$ cat src/rtl/core/lcdns_pkg.sv
// ----------------------------------------------------------------------------
// Character LCD nibble sequencer package
// Shared types, codes and constants for the sequencer front end, queue,
// back end and top level.
// ----------------------------------------------------------------------------
package lcdns_pkg;

    // Widths of the command and transfer payload fields.
    localparam int ACTION_W  = 3;
    localparam int CHAR_W    = 8;
    localparam int COLUMN_W  = 4;
    localparam int LINE_W    = 4;
    localparam int NUMBER_W  = 17;
    localparam int NIBBLE_W  = 4;
    localparam int US_W      = 16;
    localparam int CFG_IDX_W = 1;

    // Default depth of the queue between front and back end.
    localparam int LCDNS_QUEUE_DEPTH = 2;

    // Reset value of the per-nibble hold register.
    localparam logic [US_W-1:0] CHAR_HOLD_RESET = 16'd500;

    // Command codes carried on the action field.
    typedef enum logic [ACTION_W-1:0] {
        ACT_PRINT_CHAR = 3'd0,
        ACT_INIT       = 3'd1,
        ACT_CLEAR      = 3'd2,
        ACT_MOVE       = 3'd3,
        ACT_PRINT_NUM  = 3'd4
    } action_t;

    // Configuration register indexes.
    typedef enum logic [CFG_IDX_W-1:0] {
        CFG_ENABLE_HIGH = 1'b0,
        CFG_CHAR_HOLD   = 1'b1
    } cfg_index_t;

    // Decoded command as it travels from the front end to the back end.
    typedef struct packed {
        action_t     kind;
        logic [7:0]  character;
        logic [7:0]  addr;
        logic [3:0]  d4;
        logic [3:0]  d3;
        logic [3:0]  d2;
        logic [3:0]  d1;
        logic [3:0]  d0;
    } cmd_entry_t;

endpackage

$ cat src/rtl/core/lcdns_if.sv
// ----------------------------------------------------------------------------
// Character LCD nibble sequencer channels
// Command channel into the sequencer and transfer channel out of it, each
// with valid/ready flow control.
// ----------------------------------------------------------------------------
interface lcdns_cmd_if;
    logic                           valid;
    logic                           ready;
    logic [lcdns_pkg::ACTION_W-1:0] action;
    logic [lcdns_pkg::CHAR_W-1:0]   character;
    logic [lcdns_pkg::COLUMN_W-1:0] column;
    logic [lcdns_pkg::LINE_W-1:0]   line;
    logic [lcdns_pkg::NUMBER_W-1:0] number;

    modport source (output valid, output action, output character, output column,
                    output line, output number, input ready);
    modport sink   (input valid, input action, input character, input column,
                    input line, input number, output ready);
endinterface

interface lcdns_xfer_if;
    logic                           valid;
    logic                           ready;
    logic                           reg_select;
    logic [lcdns_pkg::NIBBLE_W-1:0] nibble;
    logic [lcdns_pkg::US_W-1:0]     wait_before_us;
    logic [lcdns_pkg::US_W-1:0]     hold_after_us;
    logic                           last;

    modport source (output valid, output reg_select, output nibble,
                    output wait_before_us, output hold_after_us, output last,
                    input ready);
    modport sink   (input valid, input reg_select, input nibble,
                    input wait_before_us, input hold_after_us, input last,
                    output ready);
endinterface

$ cat src/rtl/core/lcdns_front.sv
// ----------------------------------------------------------------------------
// Sequencer front end
// Accepts command transactions, decodes them into queue entries and splits
// print-number values into decimal digits, taking no new command meanwhile.
// ----------------------------------------------------------------------------
module lcdns_front (
    input  logic                    clk,
    input  logic                    rst_n,
    lcdns_cmd_if.sink               cmd,
    input  logic                    q_full,
    output logic                    q_push,
    output lcdns_pkg::cmd_entry_t   q_data
);
    import lcdns_pkg::*;

    typedef enum logic [0:0] {
        F_IDLE = 1'b0,
        F_CONV = 1'b1
    } front_state_t;

    typedef struct packed {
        logic [3:0]          digit;
        logic [NUMBER_W-1:0] rem;
    } digit_res_t;

    // Place value of the digit produced in each conversion step.
    localparam logic [NUMBER_W-1:0] UNIT [4] =
        '{17'd10000, 17'd1000, 17'd100, 17'd10};

    // Restoring decimal step: four compare/subtract stages by 8, 4, 2, 1 units.
    function automatic digit_res_t digit_step(input logic [NUMBER_W-1:0] val,
                                              input logic [NUMBER_W-1:0] unit);
        digit_res_t          res;
        logic [NUMBER_W-1:0] w;
        res.rem   = val;
        res.digit = '0;
        for (int b = 3; b >= 0; b--)
        begin
            w = unit << b;
            if (res.rem >= w)
            begin
                res.rem      = res.rem - w;
                res.digit[b] = 1'b1;
            end
        end
        return res;
    endfunction

    front_state_t        state_reg, state_next;
    logic [1:0]          step_reg, step_next;
    logic [NUMBER_W-1:0] rem_reg, rem_next;
    logic [3:0]          d4_reg, d4_next;
    logic [3:0]          d3_reg, d3_next;
    logic [3:0]          d2_reg, d2_next;

    logic                accept;
    logic [LINE_W-1:0]   line_m1;
    digit_res_t          step_res;
    logic                known_action;

    assign cmd.ready = (state_reg == F_IDLE) && !q_full;
    assign accept    = cmd.valid && cmd.ready;
    assign line_m1   = cmd.line - LINE_W'(1);
    assign step_res  = digit_step(rem_reg, UNIT[step_reg]);

    always_comb
    begin
        known_action = (cmd.action == ACT_PRINT_CHAR) || (cmd.action == ACT_INIT) ||
                       (cmd.action == ACT_CLEAR) || (cmd.action == ACT_MOVE);
        state_next = state_reg;
        step_next  = step_reg;
        rem_next   = rem_reg;
        d4_next    = d4_reg;
        d3_next    = d3_reg;
        d2_next    = d2_reg;
        q_push     = 1'b0;

        q_data.kind      = action_t'(cmd.action);
        q_data.character = cmd.character;
        q_data.addr      = 8'h80 + {line_m1[1:0], 6'b0} + {4'b0, cmd.column};
        q_data.d4        = d4_reg;
        q_data.d3        = d3_reg;
        q_data.d2        = d2_reg;
        q_data.d1        = step_res.digit;
        q_data.d0        = step_res.rem[3:0];

        unique case (state_reg)
            F_IDLE:
            begin
                if (accept)
                begin
                    if (cmd.action == ACT_PRINT_NUM)
                    begin
                        state_next = F_CONV;
                        step_next  = 2'd0;
                        rem_next   = cmd.number;
                    end
                    else
                    begin
                        // Unused action codes produce no transfers and are dropped.
                        q_push = known_action;
                    end
                end
            end
            F_CONV:
            begin
                q_data.kind = ACT_PRINT_NUM;
                if (step_reg != 2'd3)
                begin
                    rem_next  = step_res.rem;
                    step_next = step_reg + 2'd1;
                    case (step_reg)
                        2'd0:    d4_next = step_res.digit;
                        2'd1:    d3_next = step_res.digit;
                        default: d2_next = step_res.digit;
                    endcase
                end
                else if (!q_full)
                begin
                    q_push     = 1'b1;
                    state_next = F_IDLE;
                end
            end
            default:
            begin
                state_next = F_IDLE;
            end
        endcase
    end

    always_ff @(posedge clk or negedge rst_n)
    begin
        if (!rst_n)
        begin
            state_reg <= F_IDLE;
            step_reg  <= 2'd0;
        end
        else
        begin
            state_reg <= state_next;
            step_reg  <= step_next;
        end
    end

    always_ff @(posedge clk)
    begin
        rem_reg <= rem_next;
        d4_reg  <= d4_next;
        d3_reg  <= d3_next;
        d2_reg  <= d2_next;
    end

endmodule

$ cat src/rtl/core/lcdns_queue.sv
// ----------------------------------------------------------------------------
// Sequencer command queue
// Short first-in first-out buffer of decoded commands between the front
// end and the back end.
// ----------------------------------------------------------------------------
module lcdns_queue #(
    parameter int DEPTH = lcdns_pkg::LCDNS_QUEUE_DEPTH
) (
    input  logic                    clk,
    input  logic                    rst_n,
    input  logic                    push,
    input  lcdns_pkg::cmd_entry_t   push_data,
    input  logic                    pop,
    output lcdns_pkg::cmd_entry_t   pop_data,
    output logic                    full,
    output logic                    empty
);
    import lcdns_pkg::*;

    localparam int PTR_W = (DEPTH > 1) ? $clog2(DEPTH) : 1;
    localparam int CNT_W = $clog2(DEPTH + 1);
    localparam logic [PTR_W-1:0] LAST_PTR = PTR_W'(DEPTH - 1);

    cmd_entry_t       entries [DEPTH];
    logic [PTR_W-1:0] wr_ptr_reg, wr_ptr_next;
    logic [PTR_W-1:0] rd_ptr_reg, rd_ptr_next;
    logic [CNT_W-1:0] count_reg, count_next;

    assign full     = (count_reg == CNT_W'(DEPTH));
    assign empty    = (count_reg == '0);
    assign pop_data = entries[rd_ptr_reg];

    always_comb
    begin
        wr_ptr_next = wr_ptr_reg;
        rd_ptr_next = rd_ptr_reg;
        count_next  = count_reg;
        if (push)
        begin
            wr_ptr_next = (wr_ptr_reg == LAST_PTR) ? '0 : wr_ptr_reg + PTR_W'(1);
        end
        if (pop)
        begin
            rd_ptr_next = (rd_ptr_reg == LAST_PTR) ? '0 : rd_ptr_reg + PTR_W'(1);
        end
        if (push && !pop)
        begin
            count_next = count_reg + CNT_W'(1);
        end
        else if (pop && !push)
        begin
            count_next = count_reg - CNT_W'(1);
        end
    end

    always_ff @(posedge clk or negedge rst_n)
    begin
        if (!rst_n)
        begin
            wr_ptr_reg <= '0;
            rd_ptr_reg <= '0;
            count_reg  <= '0;
        end
        else
        begin
            wr_ptr_reg <= wr_ptr_next;
            rd_ptr_reg <= rd_ptr_next;
            count_reg  <= count_next;
        end
    end

    always_ff @(posedge clk)
    begin
        if (push)
        begin
            entries[wr_ptr_reg] <= push_data;
        end
    end

endmodule

$ cat src/rtl/core/lcdns_back.sv
// ----------------------------------------------------------------------------
// Sequencer back end
// Walks the byte list of each queued command and emits one nibble transfer
// per cycle while the receiver takes them, through a registered output stage.
// ----------------------------------------------------------------------------
module lcdns_back (
    input  logic                    clk,
    input  logic                    rst_n,
    input  logic [lcdns_pkg::US_W-1:0] char_hold,
    input  logic                    q_empty,
    input  lcdns_pkg::cmd_entry_t   q_data,
    output logic                    q_pop,
    lcdns_xfer_if.source            xfer
);
    import lcdns_pkg::*;

    typedef enum logic [2:0] {
        HOLD_CHAR,
        HOLD_4500,
        HOLD_110,
        HOLD_50,
        HOLD_1400
    } hold_sel_t;

    typedef struct packed {
        logic       rs;
        logic [7:0] data;
        hold_sel_t  hold;
        logic       last_byte;
    } byte_sel_t;

    localparam logic [US_W-1:0] LEAD_WAIT_US = 16'd40000;
    localparam logic [7:0]      ADDR_LINE1   = 8'h80;
    localparam logic [7:0]      ADDR_LINE2   = 8'hC0;
    localparam logic [7:0]      ASCII_ZERO   = 8'h30;
    localparam logic [7:0]      ASCII_POINT  = 8'h2E;

    // Byte number idx of the run for one command.
    function automatic byte_sel_t byte_lookup(input cmd_entry_t c, input logic [2:0] idx);
        byte_sel_t s;
        s.rs        = 1'b0;
        s.data      = 8'h00;
        s.hold      = HOLD_CHAR;
        s.last_byte = 1'b0;
        unique case (c.kind)
            ACT_PRINT_CHAR:
            begin
                s.rs        = 1'b1;
                s.data      = c.character;
                s.last_byte = 1'b1;
            end
            ACT_INIT:
            begin
                case (idx)
                    3'd0:
                    begin
                        s.data = 8'h03;
                        s.hold = HOLD_4500;
                    end
                    3'd1:
                    begin
                        s.data = 8'h03;
                        s.hold = HOLD_110;
                    end
                    3'd2:
                    begin
                        s.data = 8'h03;
                        s.hold = HOLD_50;
                    end
                    3'd3:
                    begin
                        s.data = 8'h02;
                        s.hold = HOLD_50;
                    end
                    3'd4:    s.data = 8'h28;
                    3'd5:    s.data = 8'h0C;
                    3'd6:    s.data = 8'h01;
                    default:
                    begin
                        s.data      = 8'h06;
                        s.last_byte = 1'b1;
                    end
                endcase
            end
            ACT_CLEAR:
            begin
                if (idx == 3'd0)
                begin
                    s.data = 8'h01;
                    s.hold = HOLD_1400;
                end
                else
                begin
                    s.data      = ADDR_LINE1;
                    s.last_byte = 1'b1;
                end
            end
            ACT_MOVE:
            begin
                s.data      = c.addr;
                s.last_byte = 1'b1;
            end
            ACT_PRINT_NUM:
            begin
                s.rs = 1'b1;
                case (idx)
                    3'd0:
                    begin
                        s.rs   = 1'b0;
                        s.data = ADDR_LINE2;
                    end
                    3'd1:    s.data = ASCII_ZERO + {4'b0, c.d4};
                    3'd2:    s.data = ASCII_ZERO + {4'b0, c.d3};
                    3'd3:    s.data = ASCII_ZERO + {4'b0, c.d2};
                    3'd4:    s.data = ASCII_POINT;
                    3'd5:    s.data = ASCII_ZERO + {4'b0, c.d1};
                    default:
                    begin
                        s.data      = ASCII_ZERO + {4'b0, c.d0};
                        s.last_byte = 1'b1;
                    end
                endcase
            end
            default:
            begin
                s.last_byte = 1'b1;
            end
        endcase
        return s;
    endfunction

    cmd_entry_t         cur_reg, cur_next;
    logic               busy_reg, busy_next;
    logic [2:0]         idx_reg, idx_next;
    logic               half_reg, half_next;

    logic               valid_reg, valid_next;
    logic               rs_reg, rs_next;
    logic [NIBBLE_W-1:0] nibble_reg, nibble_next;
    logic [US_W-1:0]    wait_reg, wait_next;
    logic [US_W-1:0]    hold_reg, hold_next;
    logic               last_reg, last_next;

    byte_sel_t          sel;
    logic               advance;
    logic               emit;
    logic               run_done;
    logic [US_W-1:0]    hold_value;

    assign xfer.valid          = valid_reg;
    assign xfer.reg_select     = rs_reg;
    assign xfer.nibble         = nibble_reg;
    assign xfer.wait_before_us = wait_reg;
    assign xfer.hold_after_us  = hold_reg;
    assign xfer.last           = last_reg;

    assign sel      = byte_lookup(cur_reg, idx_reg);
    assign advance  = !valid_reg || xfer.ready;
    assign emit     = busy_reg && advance;
    assign run_done = emit && half_reg && sel.last_byte;
    assign q_pop    = !q_empty && (!busy_reg || run_done);

    always_comb
    begin
        case (sel.hold)
            HOLD_4500: hold_value = 16'd4500;
            HOLD_110:  hold_value = 16'd110;
            HOLD_50:   hold_value = 16'd50;
            HOLD_1400: hold_value = 16'd1400;
            default:   hold_value = char_hold;
        endcase
    end

    always_comb
    begin
        cur_next    = cur_reg;
        busy_next   = busy_reg;
        idx_next    = idx_reg;
        half_next   = half_reg;
        valid_next  = valid_reg;
        rs_next     = rs_reg;
        nibble_next = nibble_reg;
        wait_next   = wait_reg;
        hold_next   = hold_reg;
        last_next   = last_reg;

        if (advance)
        begin
            valid_next = emit;
        end
        if (emit)
        begin
            rs_next     = sel.rs;
            nibble_next = half_reg ? sel.data[3:0] : sel.data[7:4];
            wait_next   = (cur_reg.kind == ACT_INIT && idx_reg == 3'd0 && !half_reg) ?
                          LEAD_WAIT_US : '0;
            hold_next   = hold_value;
            last_next   = half_reg && sel.last_byte;
            half_next   = !half_reg;
            if (half_reg)
            begin
                idx_next = idx_reg + 3'd1;
            end
            if (run_done)
            begin
                busy_next = 1'b0;
            end
        end
        if (q_pop)
        begin
            cur_next  = q_data;
            busy_next = 1'b1;
            idx_next  = 3'd0;
            half_next = 1'b0;
        end
    end

    always_ff @(posedge clk or negedge rst_n)
    begin
        if (!rst_n)
        begin
            busy_reg  <= 1'b0;
            idx_reg   <= 3'd0;
            half_reg  <= 1'b0;
            valid_reg <= 1'b0;
        end
        else
        begin
            busy_reg  <= busy_next;
            idx_reg   <= idx_next;
            half_reg  <= half_next;
            valid_reg <= valid_next;
        end
    end

    always_ff @(posedge clk)
    begin
        cur_reg    <= cur_next;
        rs_reg     <= rs_next;
        nibble_reg <= nibble_next;
        wait_reg   <= wait_next;
        hold_reg   <= hold_next;
        last_reg   <= last_next;
    end

endmodule

$ cat src/rtl/core/char_lcd_nibble_sequencer.sv
// ----------------------------------------------------------------------------
// Character LCD nibble sequencer
// Turns display commands into the 4-bit bus transfers of a character LCD.
// ----------------------------------------------------------------------------
// The cmd channel takes one display command per transaction: print a
// character, initialise, clear, move the cursor or print a five-digit number.
// The xfer channel returns the run of nibble transfers for that command,
// upper nibble first, with register select, power-up wait and hold time;
// last marks the final transfer of each run. Unused action codes are
// accepted and produce no transfers.
// Commands are decoded by the front end and queued; the back end emits one
// transfer per cycle while the receiver takes them, from a registered output
// stage. A command passes through the queue and the back end's command
// register before its first transfer is registered at the output. Runs
// follow each other without a gap while the queue holds the next command;
// a command yields 2, 4, 14 or 16 transfers. Print number holds the front
// end while its digits are produced, so it can leave the output idle when
// it directly follows a short command.
// A stalled xfer receiver holds the output stage; the queue absorbs further
// commands until it fills, then cmd.ready drops. Reset empties the queue and
// the output stage and sets char_hold_reg back to 500.
// ----------------------------------------------------------------------------
module char_lcd_nibble_sequencer #(
    parameter int QUEUE_DEPTH = lcdns_pkg::LCDNS_QUEUE_DEPTH
) (
    input  logic                            clk,
    input  logic                            rst_n,
    input  logic                            cfg_write,
    input  logic [lcdns_pkg::CFG_IDX_W-1:0] cfg_index,
    input  logic [lcdns_pkg::US_W-1:0]      cfg_data,
    lcdns_cmd_if.sink                       cmd,
    lcdns_xfer_if.source                    xfer
);
    import lcdns_pkg::*;

    // Hold time after each nibble of character, cursor and setup writes.
    // The enable pulse width register belongs to the external bus timer and
    // does not change any transfer field, so writes to it are taken and
    // dropped here.
    logic [US_W-1:0] char_hold_reg, char_hold_next;

    logic       q_push;
    logic       q_pop;
    logic       q_full;
    logic       q_empty;
    cmd_entry_t q_wr_data;
    cmd_entry_t q_rd_data;

    always_comb
    begin
        char_hold_next = char_hold_reg;
        if (cfg_write)
        begin
            unique case (cfg_index_t'(cfg_index))
                CFG_CHAR_HOLD:   char_hold_next = cfg_data;
                CFG_ENABLE_HIGH: char_hold_next = char_hold_reg;
                default:         char_hold_next = char_hold_reg;
            endcase
        end
    end

    always_ff @(posedge clk or negedge rst_n)
    begin
        if (!rst_n)
        begin
            char_hold_reg <= CHAR_HOLD_RESET;
        end
        else
        begin
            char_hold_reg <= char_hold_next;
        end
    end

    // Front end: accepts and decodes commands, splits numbers into digits.
    lcdns_front u_front (
        .clk    (clk),
        .rst_n  (rst_n),
        .cmd    (cmd),
        .q_full (q_full),
        .q_push (q_push),
        .q_data (q_wr_data)
    );

    // Decoded commands wait here so that each side can stall on its own.
    lcdns_queue #(
        .DEPTH (QUEUE_DEPTH)
    ) u_queue (
        .clk       (clk),
        .rst_n     (rst_n),
        .push      (q_push),
        .push_data (q_wr_data),
        .pop       (q_pop),
        .pop_data  (q_rd_data),
        .full      (q_full),
        .empty     (q_empty)
    );

    // Back end: one nibble transfer per cycle while the receiver takes them.
    lcdns_back u_back (
        .clk       (clk),
        .rst_n     (rst_n),
        .char_hold (char_hold_reg),
        .q_empty   (q_empty),
        .q_data    (q_rd_data),
        .q_pop     (q_pop),
        .xfer      (xfer)
    );

endmodule
$ cat src/flat_wrapper.sv
// flat-port wrapper written by rule: the top's interface ports become plain ports
module char_lcd_nibble_sequencer_flat import lcdns_pkg::*;
#(
    parameter int QUEUE_DEPTH = lcdns_pkg::LCDNS_QUEUE_DEPTH
)
  (clk, rst_n, cfg_write, cfg_index, cfg_data, cmd_valid, cmd_action, cmd_character, cmd_column, cmd_line, cmd_number, cmd_ready, xfer_valid, xfer_reg_select, xfer_nibble, xfer_wait_before_us, xfer_hold_after_us, xfer_last, xfer_ready);
  lcdns_cmd_if cmd_i ();
  lcdns_xfer_if xfer_i ();
  input  logic clk;
  input  logic rst_n;
  input  logic cfg_write;
  input  logic [lcdns_pkg::CFG_IDX_W-1:0] cfg_index;
  input  logic [lcdns_pkg::US_W-1:0] cfg_data;
  input wire logic [$bits(cmd_i.valid)-1:0] cmd_valid;
  input wire logic [$bits(cmd_i.action)-1:0] cmd_action;
  input wire logic [$bits(cmd_i.character)-1:0] cmd_character;
  input wire logic [$bits(cmd_i.column)-1:0] cmd_column;
  input wire logic [$bits(cmd_i.line)-1:0] cmd_line;
  input wire logic [$bits(cmd_i.number)-1:0] cmd_number;
  output wire logic [$bits(cmd_i.ready)-1:0] cmd_ready;
  output wire logic [$bits(xfer_i.valid)-1:0] xfer_valid;
  output wire logic [$bits(xfer_i.reg_select)-1:0] xfer_reg_select;
  output wire logic [$bits(xfer_i.nibble)-1:0] xfer_nibble;
  output wire logic [$bits(xfer_i.wait_before_us)-1:0] xfer_wait_before_us;
  output wire logic [$bits(xfer_i.hold_after_us)-1:0] xfer_hold_after_us;
  output wire logic [$bits(xfer_i.last)-1:0] xfer_last;
  input wire logic [$bits(xfer_i.ready)-1:0] xfer_ready;
  assign cmd_i.valid = cmd_valid;
  assign cmd_i.action = cmd_action;
  assign cmd_i.character = cmd_character;
  assign cmd_i.column = cmd_column;
  assign cmd_i.line = cmd_line;
  assign cmd_i.number = cmd_number;
  assign cmd_ready = cmd_i.ready;
  assign xfer_valid = xfer_i.valid;
  assign xfer_reg_select = xfer_i.reg_select;
  assign xfer_nibble = xfer_i.nibble;
  assign xfer_wait_before_us = xfer_i.wait_before_us;
  assign xfer_hold_after_us = xfer_i.hold_after_us;
  assign xfer_last = xfer_i.last;
  assign xfer_i.ready = xfer_ready;
  char_lcd_nibble_sequencer #(.QUEUE_DEPTH(QUEUE_DEPTH)) u_core (.clk(clk), .rst_n(rst_n), .cfg_write(cfg_write), .cfg_index(cfg_index), .cfg_data(cfg_data), .cmd(cmd_i), .xfer(xfer_i));
endmodule
$ cat config.mk
export PLATFORM = sky130hd
export DESIGN_NAME = char_lcd_nibble_sequencer_flat
export DESIGN_NICKNAME = d
export VERILOG_FILES = /design/src/rtl/core/lcdns_pkg.sv /design/src/rtl/core/lcdns_if.sv /design/src/rtl/core/lcdns_front.sv /design/src/rtl/core/lcdns_queue.sv /design/src/rtl/core/lcdns_back.sv /design/src/rtl/core/char_lcd_nibble_sequencer.sv /design/src/flat_wrapper.sv
export SDC_FILE = /design/constraint.sdc
export NUM_CORES = 1
export LEC_CHECK = 0
export BUFFER_PORTS_ARGS = -buffer_cell sky130_fd_sc_hd__clkbuf_2
export CAP_MARGIN = 20
export CELL_PAD_IN_SITES_DETAIL_PLACEMENT = 0
export CELL_PAD_IN_SITES_GLOBAL_PLACEMENT = 1
export CORE_MARGIN = 2
export CORE_UTILIZATION = 45
export DETAILED_ROUTE_END_ITERATION = 7
export PLACE_DENSITY = 0.81
export SLEW_MARGIN = 0
export SYNTH_ARGS = -nofsm -noshare
export SYNTH_HDL_FRONTEND = slang
export SYNTH_SLANG_ARGS = --single-unit
$ cat constraint.sdc
create_clock -name clk -period 11.1 [get_ports clk]
set_input_delay 2.22 -clock clk [delete_from_list [all_inputs] [get_ports clk]]
set_output_delay 2.22 -clock clk [all_outputs]
set_load 0.005 [all_outputs]
### Word-level counts from Yosys, hierarchy flattened

Memory sizes are Yosys's and may differ from the RTL's. A register that Yosys moved wholly into a read port is not among the register bits.
Index checks and enable logic that the tools add are counted.

| word-level totals | value |
|---|---|
| output and inout port bits | 40 |
| bits of input ports | 58 |
| register bits | 96 |
| logic and storage cells | 173 |
| memories | 1 |
| memory bits (writable) | 78 |

Memories:

| name | words | bits a word | rd ports | clocked after memory_dff | write ports | RTL line | text |
|---|---|---|---|---|---|---|---|
| u_core.u_queue.entries | 2 | 39 | 1 | 1 | 1 | lcdns_queue.sv:24 | `cmd_entry_t entries [DEPTH];` |

| operators by class | value |
|---|---|
| bitwise logic cells | 3 |
| order comparisons | 5 |
| add/subtract/negate cells | 18 |
| equal/unequal tests | 24 |
| mux-type cells | 59 |
| reduce and logical (&&, ||, !) cells | 44 |

Operator list:

| cell | number |
|---|---|
| two-way mux 17 bit | 8 |
| greater-or-equal comparator 17 bit | 4 |
| subtractor 17 bit | 4 |
| one-hot mux 16 bit (4 select lines) | 1 |
| one-hot mux 8 bit (6 select lines) | 1 |
| one-hot mux 8 bit (5 select lines) | 1 |
| adder 6 x 4 -> 7 bit, first input constant | 5 |
| binary-select mux 17 bit (select 2 bit) | 1 |
| one-hot mux 17 bit (2 select lines) | 1 |
| two-way mux 16 bit | 2 |
| one-hot mux 6 bit (5 select lines) | 1 |
| equality test 3 x 2 -> 1 bit, second input constant | 8 |
| two-way mux 1 bit | 23 |
| equality test 3 bit, second input constant | 6 |
| two-way mux 18 bit | 1 |
| two-way mux 3 bit | 5 |
| equality test 3 x 1 -> 1 bit, second input constant | 4 |
| AND reduction 3 bit | 4 |
| logical AND 1 bit | 11 |
| two-way mux 2 bit | 5 |
| logical NOT 3 bit | 3 |
| adder 8 x 4 -> 8 bit | 1 |
| adder 8 bit, first input constant | 1 |
| two-way mux 8 bit | 1 |
| 26 further kinds | 51 |

### Depth between registers and ports, before layout

| logic depth | value |
|---|---|
| depth in word-level cells | 14 |
| mapped depth | 53 |

### Hierarchy

A second synthesis with hierarchy kept.

| second synthesis, totals | value |
|---|---|
| cell total of the unflattened synthesis | 974 |
| area total of the unflattened synthesis | 11414.7 µm² |

Modules (own cells, without submodules):

| module | cells an instance | instances | area an instance (µm²) | seq. area each (µm²) |
|---|---|---|---|---|
| lcdns_front | 552 | 1 | 4524.3 | 945.9 |
| lcdns_back | 251 | 1 | 3234.4 | 2011.9 |
| lcdns_queue | 137 | 1 | 3012.9 | 2442.3 |
| char_lcd_nibble_sequencer | 34 | 1 | 643.1 | 407.9 |

### Least setup slack after synthesis

Ideal clock, no wire load.

| timing path | value |
|---|---|
| path kind | register -> register |
| start | register u_core.u_front.step_reg[1] |
| end | register u_core.u_front.rem_reg[15], data pin |
| setup slack | 0.848 ns |
| cell stages (with the launch flop) | 47 |
| path buffers | 3 |
| data arrival time | 9.985 ns |
| cells stage by stage | dfrtp_1 -> inv_1 -> ha_1 -> inv_1 -> ha_1 -> nand4_1 -> or3_4 -> o41ai_2 -> nor3_2 -> inv_2 -> clkbuf_1 -> a21oi_1 -> fa_1 -> a211o_1 -> a21oi_1 -> a21oi_1 -> a31o_2 -> o31a_1 -> [... 11 more ...] -> a41oi_2 -> nor2_4 -> mux2_2 -> ha_1 -> nor2b_1 -> o21ai_0 -> a21boi_0 -> o21ai_0 -> a21boi_0 -> o21ai_0 -> nand2b_1 -> a31o_2 -> a31o_2 -> a21oi_1 -> o21ai_0 -> buf_2 -> o311ai_1 -> nand3_1 |

| between the ends | value |
|---|---|
| cells in the longest elaborated chain, start to end | 14 |
| elaborated cells on any way between the ends | 18 |

RTL lines:

| what | RTL line | text |
|---|---|---|
| start: declaration | lcdns_front.sv:50 | `logic [1:0] step_reg, step_next;` |
| start signal: assignment | lcdns_front.sv:141 | `step_reg <= step_next;` |
| inverter 2 -> 3 bit (not written as such) (*) | lcdns_front.sv:64 | `assign step_res = digit_step(rem_reg, UNIT[step_reg]);` |
| binary-select mux 17 bit (select 2 bit) (*) | lcdns_front.sv:64 |  |
| two-way mux 17 bit (not written as such) (*) (2 in series) | lcdns_front.sv:64 |  |
| subtractor 17 bit or greater-or-equal comparator 17 bit (tied branches) | lcdns_front.sv:42, lcdns_front.sv:40 |  |
| two-way mux 17 bit | lcdns_front.sv:40 | `if (res.rem >= w)` |
| subtractor 17 bit or greater-or-equal comparator 17 bit (tied branches) | lcdns_front.sv:42, lcdns_front.sv:40 |  |
| two-way mux 17 bit | lcdns_front.sv:40 |  |
| subtractor 17 bit or greater-or-equal comparator 17 bit (tied branches) | lcdns_front.sv:42, lcdns_front.sv:40 |  |
| two-way mux 17 bit | lcdns_front.sv:40 |  |
| subtractor 17 bit or greater-or-equal comparator 17 bit (tied branches) | lcdns_front.sv:42, lcdns_front.sv:40 |  |
| two-way mux 18 bit (*) | lcdns_front.sv:40 |  |
| two-way mux 17 bit (*) | lcdns_front.sv:108 | `if (step_reg != 2'd3)` |
| one-hot mux 17 bit (2 select lines) (*) | lcdns_front.sv:87 | `unique case (state_reg)` |
| named net u_core.u_front.rem_next[15] | lcdns_front.sv:51 | `logic [NUMBER_W-1:0] rem_reg, rem_next;` |
| end signal: assignment | lcdns_front.sv:147 | `rem_reg <= rem_next;` |
| end: declaration | lcdns_front.sv:51 |  |

Mark *: on every way through the listed nets, which the timed path passes. The rest lies on a longest branch. The select of a mux whose other input is x is not followed.
A chain may end at the register's enable or synchronous reset.

### Worst setup path after layout

| timing path | value |
|---|---|
| start | register u_core.u_front.step_reg[0] |
| end | register u_core.u_front.rem_reg[5], data pin |

The elaborated chain is that of the path after synthesis.

==> impl_metrics.py <==
metrics = {
    "layout": {
        "finalInstanceArea_um2": 12440,
        "nets": 1171,
        "layout-drive-gt1-share_pct": 24.65,
        "filler_cell_count": 2063,
        "final_core_utilization_pct": 52.68,
        "flip_flop_count_of_the_largest_register_after_layout": 74,
        "seqCellArea_um2": 5629,
        "multi_input_area_um2": 4865,
        "area_growth_pct": 14.50,
        "antenna_cells_inserted": 0,
    },
    "timing": {
        "finalHoldViolations": 0,
        "grt_setup_unrepaired": "no",
        "achievable-frequency_mhz": 98.17,
        "slew_viol_final": 0,
        "period_minus_slack_ns": 10.19,
        "setup_violations": 0,
        "maxSlewHeadroom_pct": 38.18,
        "setup-tns-final_ns": 0,
        "clock_skew_ns": 0.01475,
        "layout_worst_path_cycle_share_pct": 91.77,
        "worst_slew_pin_slew_ns": 0.9273,
    },
    "die": {
        "top_level_ports": 98,
        "die_h_um": 159.4,
        "std_cell_rows": 56,
        "core-area_um2": 23610,
        "fp.dieArea_um2": 25400,
        "die_x_um": 159.4,
        "initial_core_util_pct": 46.01,
    },
    "logic_synthesis": {
        "synth_async_sr_flop_share_pct": 15.10,
        "synth.avg_cell_area_um2": 11.47,
        "synth-edff-count": 163,
        "synth_seq_cells": 192,
        "synthDistinctLibCells": 82,
        "synth-warning-count": 0,
        "synth_seq_area_share_pct": 51.80,
        "syn_inst": 947,
        "synth_ff_type": "edfxtp_1",
        "synth_area_um2": 10860,
    },
    "setup_path": {
        "worst_setup_path_end_kind": "register",
        "crit-reg2reg-launch": "u_core.u_front.step_reg[0]$_DFFE_PN0P_",
        "maximum_fanout_encountered_on_the_critical_timing_path": 13,
        "crit_arrival_ns": 10.43,
        "cp-start-kind": "register",
        "critPathLaunch": "u_core.u_front.step_reg[0]$_DFFE_PN0P_",
        "criticalPathCategory": "register to register",
        "cp_slowest_stage_delay_ns": 0.46,
        "critical_path.n_buffers_inverters": 7,
        "cp_required_ns": 11.34,
        "critical-path-slowest-cell": "o41ai_2",
        "cp_top_family": "compound AO/OA/AOI/OAI gates",
    },
    "status": {
        "run_status": "finished, final reports clean",
    },
    "placement": {
        "gp_congestion": 0.9121,
        "post_dp_cell_area_um2": 11780,
        "port_buffers": 84,
        "dp.final_hpwl_um": 17220,
    },
    "drt": {
        "detailedRoute.firstPassIterationCount": 5,
        "drt-wirelength-per-cell_um": 17.01,
        "length_of_routed_wiring_on_met1_um": 11650,
        "routed-wl-met3_um": 920,
        "top_layer": "met4",
        "routed_via_density": 5.455,
        "drt_wl_total_um": 23580,
        "met2WireLength_um": 10640,
        "detail_route.drc_violations": 0,
        "route.vias.total": 7561,
        "drt_first_iter_violations": 510,
        "detail-route-antenna-nets": 0,
    },
    "clock_tree": {
        "clock-root-buffer": "clkbuf_16",
        "cts_buffer_depth": 2,
        "clock_tree_from_tritoncts": "built",
        "clock_latency_ns": 0.44,
        "postCtsHoldBufs": 0,
        "clkTransAtPathRegs_ns": 0.08,
        "htreeDepth": 4,
        "cts_sinks": 192,
        "cts_inserted_buffers": 17,
    },
    "worst_hold_path": {
        "hold_path.startpoint": "u_core.u_front.d4_reg[3]$_DFFE_PP_",
        "hold_class": "register to register",
    },
    "global_route": {
        "antenna_found_initial": 0,
        "grt_start_max_net_pins": 44,
        "grt_total_usage_pct": 18.67,
        "grt_overflow_total": 0,
        "first_global_vias": 7158,
        "grt_first_pass_wirelength_um": 37630,
    },
    "job": {
        "count_of_maximum_capacitance_violations": 0,
    },
}
-- stage by stage --
stage | setup WS, ns | hold slack (ns) | std cells
2_1_floorplan | 0.8479 | 0.4215 | 957
3_3_place_gp | 0.6927 | 0.4228 | 1351
3_5_place_dp | 0.6569 | 0.4290 | 1351
4_1_cts | 0.6142 | 0.4442 | 1383
5_1_grt | 0.001117 | 0.4555 | 1386
6_report | 0.9135 | 0.4463 | 1386
-- routing by layer --
| metal | up-vias | GRT usage, % |
|---|---|---|
| met3 | 28 | 3.543 |
| met1 | 3601 | 26.52 |
| li1 | 3763 | - |
| met2 | 169 | 29.43 |
| met4 | 0 | 5.041 |
| met5 | - | 0 |
-- Yosys cell counts, types with 11 or more instances --
cell / number / area share (%)
clkbuf_1: 21 / 0.73
xnor2_1: 29 / 2.3
mux2_2: 63 / 6.5
dfrtp_1: 23 / 5.3
nand3_1: 22 / 1.0
ha_1: 55 / 6.3
inv_1: 41 / 1.4
edfxtp_1: 163 / 45
a21oi_1: 54 / 2.5
a21o_1: 20 / 1.4
buf_4: 17 / 1.2
and2_1: 13 / 0.75
nand2_1: 76 / 2.6
o21ai_0: 43 / 2.0
nor3_1: 13 / 0.60
nand4_1: 11 / 0.63
nor2_1: 65 / 2.2
xor2_1: 11 / 0.89
a31oi_1: 18 / 1.0
-- cells in the final DEF, fill, tap and decap left out, drive strengths merged, types with 20 or more instances in the layout --
master,count
edfxtp,163
clkbuf,101
nand2,76
nor2,66
mux2,64
ha,55
a21oi,55
inv,52
o21ai,46
buf,44
xnor2,29
dfrtp,23
nand3,22
a21o,20
-- cell families after synthesis --
logic type,share of synthesized area [%]
buffers and inverters,3.916
other,0.03452
AO/OA/AOI/OAI,15.16
adder cells (fa/ha/maj),7.071
flip-flops,51.80
AND/OR/NAND/NOR,11.76
XOR/XNOR,3.225
multiplexers,7.037
-- area by class of cell --
cell class	count	share of cell area (%)
repair buffers	128	6.035
clock buffers	17	3.420
well taps	319	3.209
flip-flops and latches	192	45.25
clock inverters	15	1.680
multi-input cells	672	39.11
inverters	43	1.298
-- worst paths after layout --
path,depth (start not counted),slack (ns),end
max reg2reg,48,0.91,u_core.u_front.rem_reg[5]$_DFFE_PP_
min,0,0.45,u_core.u_queue.entries[0][19]$_DFFE_PP_
min in group asynchronous,1,1.88,u_core.u_back.half_reg$_DFFE_PN0P_
max in group asynchronous,1,8.62,u_core.u_front.step_reg[1]$_DFFE_PN0P_
max,48,0.91,u_core.u_front.rem_reg[5]$_DFFE_PP_
min reg2reg,0,0.45,u_core.u_queue.entries[0][19]$_DFFE_PP_
-- timing repair --
| item | 4_1_cts | 5_1_grt |
|---|---|---|
| buffers inserted | 0 | 3 |
| setup endpoints to repair | 0 | 27 |
| resized for setup | 0 | 5 |
Power is left out: the tool's default activity adds up to more than one toggle a clock period on the data nets, which glitch-free logic cannot reach.
